<file path="config.mk">
export PLATFORM = sky130hd
export DESIGN_NAME = best_fit_segment_allocator
export DESIGN_NICKNAME = d
export VERILOG_FILES = /design/src/rtl/core/bfsa_pkg.sv /design/src/rtl/core/best_fit_segment_allocator.sv
export SDC_FILE = /design/constraint.sdc
export NUM_CORES = 2
export LEC_CHECK = 0
export ABC_AREA = 1
export BUFFER_PORTS_ARGS = -buffer_cell sky130_fd_sc_hd__buf_2
export CORE_ASPECT_RATIO = 0.8
export CORE_UTILIZATION = 54
export DETAILED_ROUTE_END_ITERATION = 12
export PLACE_DENSITY_LB_ADDON = 0.12
export SYNTH_ARGS = -nofsm -noshare
export SYNTH_HDL_FRONTEND = slang
export SYNTH_SLANG_ARGS = --single-unit
export TNS_END_PERCENT = 1
</file>
<file path="constraint.sdc">
create_clock -name clk -period 13.3 [get_ports clk]
set_input_delay 1.33 -clock clk [delete_from_list [all_inputs] [get_ports clk]]
set_output_delay 1.33 -clock clk [all_outputs]
set_load 0.02 [all_outputs]
</file>
<file path="src/rtl/core/bfsa_pkg.sv">
// ---------------------------------------------------------------------------
// Best-fit segment allocator package
// Default sizes, result error codes and request types.
// ---------------------------------------------------------------------------
`default_nettype none

package bfsa_pkg;

  localparam int MAX_SEGMENTS_DEF = 64;
  localparam int HEADER_BYTES_DEF = 24;
  localparam int OFFSET_BITS_DEF  = 20;

  localparam logic [2:0] ERR_NONE        = 3'd0;
  localparam logic [2:0] ERR_NO_FIT      = 3'd1;
  localparam logic [2:0] ERR_TOO_SMALL   = 3'd2;
  localparam logic [2:0] ERR_BAD_RELEASE = 3'd3;
  localparam logic [2:0] ERR_TABLE_FULL  = 3'd4;

  localparam logic REQ_ALLOC   = 1'b0;
  localparam logic REQ_RELEASE = 1'b1;

endpackage

`default_nettype wire

</file>
<file path="src/rtl/core/best_fit_segment_allocator.sv">
// ---------------------------------------------------------------------------
// Best-fit segment allocator
// Segment table in a single-port-read memory with scan, shift and write-back.
// ---------------------------------------------------------------------------
// A request is taken when start is high and busy is low; its single result
// appears for one cycle with done high and cannot be stalled. Each request
// reads the table one entry per cycle through the memory read port. A request
// that fails is answered after the scan, and one that succeeds first shifts the
// table when a split or merge moves entries, writes the split-off entry for a
// split, and then writes the updated entry. The result appears in the first
// cycle with busy low. After reset or a write of arena_bytes the block is busy
// while it writes the first table entry.
`default_nettype none

module best_fit_segment_allocator #(
  parameter int MAX_SEGMENTS = bfsa_pkg::MAX_SEGMENTS_DEF,
  parameter int HEADER_BYTES = bfsa_pkg::HEADER_BYTES_DEF,
  parameter int OFFSET_BITS  = bfsa_pkg::OFFSET_BITS_DEF
) (
  input  wire logic                   clk,
  input  wire logic                   rst,
  input  wire logic                   cfg_we,
  input  wire logic [OFFSET_BITS:0]   arena_bytes,
  input  wire logic                   start,
  output logic                        busy,
  input  wire logic                   req_type,
  input  wire logic [OFFSET_BITS-1:0] alloc_bytes,
  input  wire logic [OFFSET_BITS-1:0] release_offset,
  output logic                        done,
  output logic                        granted,
  output logic [OFFSET_BITS-1:0]      payload_offset,
  output logic [2:0]                  error_code
);

  localparam int OB = OFFSET_BITS;
  localparam int AW = (MAX_SEGMENTS > 1) ? $clog2(MAX_SEGMENTS) : 1;
  localparam int CW = AW + 1;
  localparam logic [OB:0] HDR   = (OB+1)'(HEADER_BYTES);
  localparam logic [OB:0] LIMIT = (OB+1)'(1) << OB;
  localparam logic [CW-1:0] MAXC = CW'(MAX_SEGMENTS);

  typedef struct packed {
    logic [OB-1:0] seg_start;
    logic [OB-1:0] seg_size;
    logic          seg_free;
  } entry_t;

  typedef enum logic [2:0] {
    S_INIT, S_IDLE, S_SCAN, S_DECIDE, S_SHIFT, S_WR2, S_WR1
  } state_t;

  state_t state;
  entry_t mem [MAX_SEGMENTS];
  entry_t rd_data;

  logic [OB:0]    arena;
  logic           too_small;
  logic [CW-1:0]  count;
  logic           req;
  logic [OB-1:0]  want;
  logic [OB-1:0]  offset;
  logic [CW-1:0]  k;
  logic           pv;
  logic [CW-1:0]  pidx;
  logic           found;
  logic [CW-1:0]  pick;
  entry_t         best;
  entry_t         prev;
  entry_t         next;
  logic           have_next;
  logic           up;
  logic [1:0]     drop;
  logic [CW-1:0]  ra;
  logic [CW-1:0]  n;
  logic [CW-1:0]  pend_dst;
  logic [AW-1:0]  fin_addr;
  entry_t         fin_data;
  logic [AW-1:0]  sec_addr;
  entry_t         sec_data;
  logic           split_pending;

  logic           rd_en;
  logic [AW-1:0]  rd_addr;
  logic           we;
  logic [AW-1:0]  wa;
  entry_t         wd;
  logic [OB:0]    arena_clamped;
  logic [OB:0]    need;
  logic           mp;
  logic           mn;
  logic [OB:0]    match_off;

  assign busy = (state != S_IDLE);
  assign arena_clamped = (arena > LIMIT) ? LIMIT : arena;
  assign need = {1'b0, want} + HDR;
  assign mp = found && (pidx != '0) && prev.seg_free && (pick != '0);
  assign mn = have_next && next.seg_free;
  assign match_off = {1'b0, rd_data.seg_start} + HDR;

  always_comb begin
    rd_en   = 1'b0;
    rd_addr = k[AW-1:0];
    we      = 1'b0;
    wa      = fin_addr;
    wd      = fin_data;
    unique case (state)
      S_SCAN: begin
        rd_en   = (k < count);
        rd_addr = k[AW-1:0];
      end
      S_SHIFT: begin
        rd_en   = (n != '0);
        rd_addr = ra[AW-1:0];
        we      = pv;
        wa      = pend_dst[AW-1:0];
        wd      = rd_data;
      end
      S_WR2: begin
        we = 1'b1;
        wa = sec_addr;
        wd = sec_data;
      end
      S_WR1: begin
        we = 1'b1;
      end
      S_INIT: begin
        we = 1'b1;
        wa = '0;
        wd.seg_start = '0;
        wd.seg_size  = (arena_clamped < HDR) ? '0 : OB'(arena_clamped - HDR);
        wd.seg_free  = !(arena_clamped < HDR);
      end
      default: begin
      end
    endcase
  end

  always_ff @(posedge clk) begin
    if (rd_en) begin
      rd_data <= mem[rd_addr];
    end
    if (we) begin
      mem[wa] <= wd;
    end
  end

  always_ff @(posedge clk) begin
    if (rst) begin
      state     <= S_INIT;
      arena     <= LIMIT;
      done      <= 1'b0;
      pv        <= 1'b0;
      count     <= CW'(1);
      too_small <= 1'b0;
    end else begin
      done <= 1'b0;
      if (cfg_we) begin
        arena <= arena_bytes;
        state <= S_INIT;
      end else begin
        unique case (state)
          S_INIT: begin
            too_small <= (arena_clamped < HDR);
            count     <= CW'(1);
            state     <= S_IDLE;
          end
          S_IDLE: begin
            if (start) begin
              req       <= req_type;
              want      <= alloc_bytes;
              offset    <= release_offset;
              k         <= '0;
              pv        <= 1'b0;
              found     <= 1'b0;
              have_next <= 1'b0;
              pick      <= '0;
              state     <= S_SCAN;
            end
          end
          S_SCAN: begin
            pv   <= (k < count);
            pidx <= k;
            if (k < count) begin
              k <= k + CW'(1);
            end
            if (pv) begin
              if (req == bfsa_pkg::REQ_ALLOC) begin
                if (rd_data.seg_free && rd_data.seg_size >= want &&
                    (!found || best.seg_size > rd_data.seg_size)) begin
                  found <= 1'b1;
                  pick  <= pidx;
                  best  <= rd_data;
                end
              end else if (!found) begin
                if (!rd_data.seg_free && match_off == {1'b0, offset}) begin
                  found <= 1'b1;
                  pick  <= pidx;
                  best  <= rd_data;
                end else begin
                  prev <= rd_data;
                end
              end else if (pidx == pick + CW'(1)) begin
                next      <= rd_data;
                have_next <= 1'b1;
              end
            end
            if (!(k < count) && !pv) begin
              state <= S_DECIDE;
            end
          end
          S_DECIDE: begin
            granted        <= 1'b0;
            payload_offset <= '0;
            error_code     <= bfsa_pkg::ERR_NONE;
            pv             <= 1'b0;
            if (too_small) begin
              error_code <= bfsa_pkg::ERR_TOO_SMALL;
              done       <= 1'b1;
              state      <= S_IDLE;
            end else if (req == bfsa_pkg::REQ_ALLOC) begin
              if (!found) begin
                error_code <= bfsa_pkg::ERR_NO_FIT;
                done       <= 1'b1;
                state      <= S_IDLE;
              end else if ({1'b0, best.seg_size} > need) begin
                if (count >= MAXC) begin
                  error_code <= bfsa_pkg::ERR_TABLE_FULL;
                  done       <= 1'b1;
                  state      <= S_IDLE;
                end else begin
                  up                 <= 1'b1;
                  ra                 <= count - CW'(1);
                  n                  <= count - CW'(1) - pick;
                  count              <= count + CW'(1);
                  sec_addr           <= AW'(pick + CW'(1));
                  sec_data.seg_start <= OB'({1'b0, best.seg_start} + need);
                  sec_data.seg_size  <= OB'({1'b0, best.seg_size} - need);
                  sec_data.seg_free  <= 1'b1;
                  fin_addr           <= pick[AW-1:0];
                  fin_data.seg_start <= best.seg_start;
                  fin_data.seg_size  <= want;
                  fin_data.seg_free  <= 1'b0;
                  split_pending      <= 1'b1;
                  state              <= S_SHIFT;
                end
              end else begin
                fin_addr           <= pick[AW-1:0];
                fin_data.seg_start <= best.seg_start;
                fin_data.seg_size  <= best.seg_size;
                fin_data.seg_free  <= 1'b0;
                n                  <= '0;
                split_pending      <= 1'b0;
                state              <= S_SHIFT;
              end
            end else begin
              if (!found) begin
                error_code <= bfsa_pkg::ERR_BAD_RELEASE;
                done       <= 1'b1;
                state      <= S_IDLE;
              end else begin
                up    <= 1'b0;
                drop  <= {1'b0, mp} + {1'b0, mn};
                ra    <= pick + CW'(1) + CW'(mn);
                n     <= count - (pick + CW'(1) + CW'(mn));
                count <= count - CW'({1'b0, mp} + {1'b0, mn});
                fin_addr <= mp ? AW'(pick - CW'(1)) : pick[AW-1:0];
                fin_data.seg_start <= mp ? prev.seg_start : best.seg_start;
                fin_data.seg_size  <= OB'((mp ? {1'b0, prev.seg_size} : {1'b0, best.seg_size})
                  + (mp ? ({1'b0, best.seg_size} + HDR) : '0)
                  + (mn ? ({1'b0, next.seg_size} + HDR) : '0));
                fin_data.seg_free  <= 1'b1;
                split_pending      <= 1'b0;
                state              <= S_SHIFT;
              end
            end
          end
          S_SHIFT: begin
            pv <= (n != '0);
            if (n != '0) begin
              pend_dst <= up ? (ra + CW'(1)) : (ra - CW'(drop));
              ra       <= up ? (ra - CW'(1)) : (ra + CW'(1));
              n        <= n - CW'(1);
            end else if (!pv) begin
              state <= split_pending ? S_WR2 : S_WR1;
            end
          end
          S_WR2: begin
            state <= S_WR1;
          end
          S_WR1: begin
            granted        <= 1'b1;
            payload_offset <= (req == bfsa_pkg::REQ_ALLOC) ? OB'({1'b0, best.seg_start} + HDR)
                                                           : '0;
            error_code     <= bfsa_pkg::ERR_NONE;
            done           <= 1'b1;
            state          <= S_IDLE;
          end
          default: begin
            state <= S_IDLE;
          end
        endcase
      end
    end
  end

endmodule

`default_nettype wire

</file>
==> flow_summary_export.csv <==
group,metric,value,unit
run_status,outcome,"finished, final reports clean",
timing,tightest_slew,1.35,ns
worst_setup_path,worstPathRequired,13.93,ns
timing,setup_ws,6.76,ns
worst_setup_path,slowest_delay,0.90,ns
logic_synthesis,syn_avg_cell_area,11.6,sq um
placement,place.gp.congestion,0.971,
floorplan,fp.dieH,439,um
drt,num_vias,87500,
clock_tree,cts_buffers,300,
placement,placedCellCount,13900,
logic_synthesis,synth_cell_types,59,
pwr,p_total,0.0200,W
pwr,peakVddDrop,0.000121,V
worst_hold_path,hold_class,"reg -> reg",
placement,place_hpwl,209,mm
floorplan,die_w,548,um
timing,fin_crit_sh,0.492,
clock_tree,clock_sinks,3005,
logic_synthesis,synth-seq-cells,3005,
pwr,pwr-share-clk,0.404,
timing,setup_viol,0,
drt,dr.pass1.iters,6,
clock_tree,clk_latency,0.88,ns
clock_tree,clk_pin_slew,0.06,ns
floorplan,start_util,0.546,
pwr,p_int,0.0155,W
logic_synthesis,postSynthCellCount,11100,
layout,fin_nets,11300,
worst_setup_path,cpMaxStageDelayCell,"buf_4",
timing,rsz0062_at_grt,"no",
pwr,netSwitchingFraction,0.226,
pwr,p_seq_frac,0.540,
placement,portBuffers,91,
layout,syn_to_final_growth,9.85,%
worst_setup_path,cp-start-kind,"register",
drt,drcViolationCount,0,
placement,placed_area,132000,sq um
global_routing,grt_pass1_wl,553,mm
clock_tree,clock_path_buffers,4,
worst_setup_path,timing_worst_setup_path_type,"reg -> reg",
global_routing,grt_overflow,0,
timing,drv_slew,0,
floorplan,die_area,241000,sq um
pwr,power.density,141,nW/um^2
logic_synthesis,yosysSeqAreaShare,0.698,
timing,finalHoldViolations,0,
layout,instances_no_fill,14400,
logic_synthesis,synth-edff-count,2971,
drt,drtIter0Drc,11200,
pwr,power_switching,0.00453,W
worst_setup_path,critPathCaptureType,"register",
layout,finalInstanceArea,142000,sq um
job,maxCapViolCount,0,
global_routing,groute.usage.overall,0.312,
floorplan,io_pins,92,
logic_synthesis,ys.warnings.count,0,
layout,drive_above_1_share,0.0705,
clock_tree,cts_resized,0,
pwr,combPwrFrac,0.056,
global_routing,first_global_vias,81700,
worst_setup_path,crit_chain,"inv_4, nand2_8, nor2_4, buf_4, nand2_4, nand2_8, buf_12, buf_4, buf_12, buf_4, a21oi_1, o21ai_0, nand3_1, nand3_1, nand3_1, nand3_1, nand2_1",
logic_synthesis,syn-cell-area,129000,sq um
floorplan,core_area,236000,sq um
logic_synthesis,synth_top_flop_cell,"edfxtp_1",
timing,period_needed,6.54,ns
clock_tree,cts-root-buf,"clkbuf_16",
global_routing,grt_max_degree,224,
timing,fin_skew,0.0409,ns
clock_tree,cts_hold_buf,0,
drt,wl_per_cell,26.2,um
logic_synthesis,syn-num-nets,11300,
worst_setup_path,cpMostUsedCell,"nand3_1",
drt,viasPerCell,6.06,
placement,place_ws,7.08,ns
worst_setup_path,cp_max_fo,213,
clock_tree,h-tree-depth,5,
timing,maxSlewHeadroom,0.0993,
clock_tree,cts_tree,"yes",
floorplan,rows,159,
drt,wl,378,mm
clock_tree,post_cts_buffers,0,
pwr,cellLeakagePower,51.3,nW
drt,ant_nets,0,
global_routing,antenna_found_initial,6,
timing,tns,0,ns
worst_setup_path,worstPathArrival,7.18,ns
timing,max_freq,153,MHz
logic_synthesis,async_reset_ff_frac,0,
==> critical path, delay by kind of cell, from the launching register on <==
| family | cells | cell delay, ns |
|---|---|---|
| compound gates | 2 | 0.29 |
| buf+inv | 6 | 3.70 |
| flops | 1 | 0.37 |
| simple gates | 9 | 1.27 |
==> final cells by class <==
| class | count | area [sq um] |
|---|---|---|
| timing repair buffer | 277 | 2000 |
| clock buffer | 366 | 7840 |
| clock inverter | 147 | 1230 |
| tap | 3139 | 3930 |
| antenna | 2 | 5.00 |
| sequential | 3005 | 89900 |
| multi-input combinational | 6659 | 33400 |
| inverter | 830 | 3160 |
| fill | 19000 | 94400 |
==> power by group through the flow <==
stage	Sequential (W)	Combinational (W)	Clock, W
2_1_floorplan	0.0110	0.000606	0
3_3_place_gp	0.0110	0.00109	0
3_5_place_dp	0.0110	0.00111	0
4_1_cts	0.0108	0.00111	0.00818
5_1_grt	0.0108	0.00121	0.00851
6_report	0.0108	0.00112	0.00810
==> routing by layer <==
layer	routed length, um	track usage	up-vias
li1	-	-	39300
met1	157000	0.454	43000
met2	169000	0.474	4417
met3	37400	0.0522	669
met4	15300	0.120	0
met5	0	0	-
==> synth_stat cells, types with 5 or more instances <==
| cell type | instances | share of area |
|---|---|---|
| nor4_1 | 9 | 0.00044 |
| a221o_1 | 7 | 0.00054 |
| xnor2_1 | 32 | 0.0022 |
| nand2_1 | 2280 | 0.066 |
| o41ai_1 | 6 | 0.00041 |
| fa_1 | 26 | 0.0040 |
| or2_2 | 15 | 0.00073 |
| buf_4 | 48 | 0.0028 |
| o21ai_0 | 816 | 0.032 |
| inv_1 | 821 | 0.024 |
| buf_6 | 12 | 0.0010 |
| a211oi_1 | 5 | 0.00029 |
| o21bai_1 | 12 | 0.00070 |
| o21ai_1 | 147 | 0.0057 |
| a31oi_1 | 17 | 0.00083 |
| ha_1 | 136 | 0.013 |
| edfxtp_1 | 2971 | 0.69 |
| a21o_1 | 7 | 0.00041 |
| a22oi_1 | 5 | 0.00029 |
| xor2_1 | 81 | 0.0055 |
| buf_2 | 303 | 0.012 |
| nor2_1 | 525 | 0.015 |
| nand3b_1 | 8 | 0.00047 |
| a21oi_1 | 487 | 0.019 |
| buf_1 | 33 | 0.00096 |
| o211ai_1 | 249 | 0.015 |
| nand3_1 | 1635 | 0.064 |
| nand4_1 | 62 | 0.0030 |
| nor3_1 | 39 | 0.0015 |
| o31ai_1 | 6 | 0.00035 |
| dfxtp_1 | 34 | 0.0053 |
| clkbuf_1 | 230 | 0.0067 |
==> kinds of logic (layout without fill, tap and decap cells) <==
group | count (synthesis) | count (layout) | share of synthesized area
buf+inv | 1457 | 1620 | 0.0477
other cells | 0 | 2 | 0
simple gates | 4592 | 4592 | 0.153
compound gates | 1787 | 1787 | 0.0761
xor+xnor | 115 | 115 | 0.00803
mux | 3 | 3 | 0.000233
fa+ha+maj | 162 | 162 | 0.0173
flops | 3005 | 3005 | 0.698
==> worst paths after layout <==
check                  from           to  slack [ns]  depth (start not counted)
setup reg to reg   state[1]  rd_data[35]        6.76                         17
hold / removal    arena[18]    arena[18]        0.51                          2
setup / recovery   state[1]  rd_data[35]        6.76                         17
hold reg to reg   arena[18]    arena[18]        0.51                          2
==> cells in the final DEF (no fill, tap or decap), types with 144 or more instances in the layout <==
cell,Yosys,layout
edfxtp_1,2971,2971
nand2_1,2280,2279
nand3_1,1635,1623
inv_1,821,817
o21ai_0,816,814
a21oi_1,487,485
nor2_1,525,457
clkbuf_16,0,304
o211ai_1,249,249
buf_4,48,174
o21ai_1,147,144
==> metrics by stage <==
stage	hold slack, ns	util
floorplan	0.424	-
global placement	0.482	0.561
detailed placement	0.482	0.561
CTS	0.495	0.600
global route	0.540	0.600
finish	0.506	0.600
==> registers in the layout (all words and copies together) (netlist names), 20 cells and up <==
signal,flops
best,40
offset,20
want,20
fin_data,41
sec_data,40
arena,21
mem,2624
next,21
rd_data,41
payload_offset,20
prev,41
Note: power is estimated with default switching activity, not from simulation.
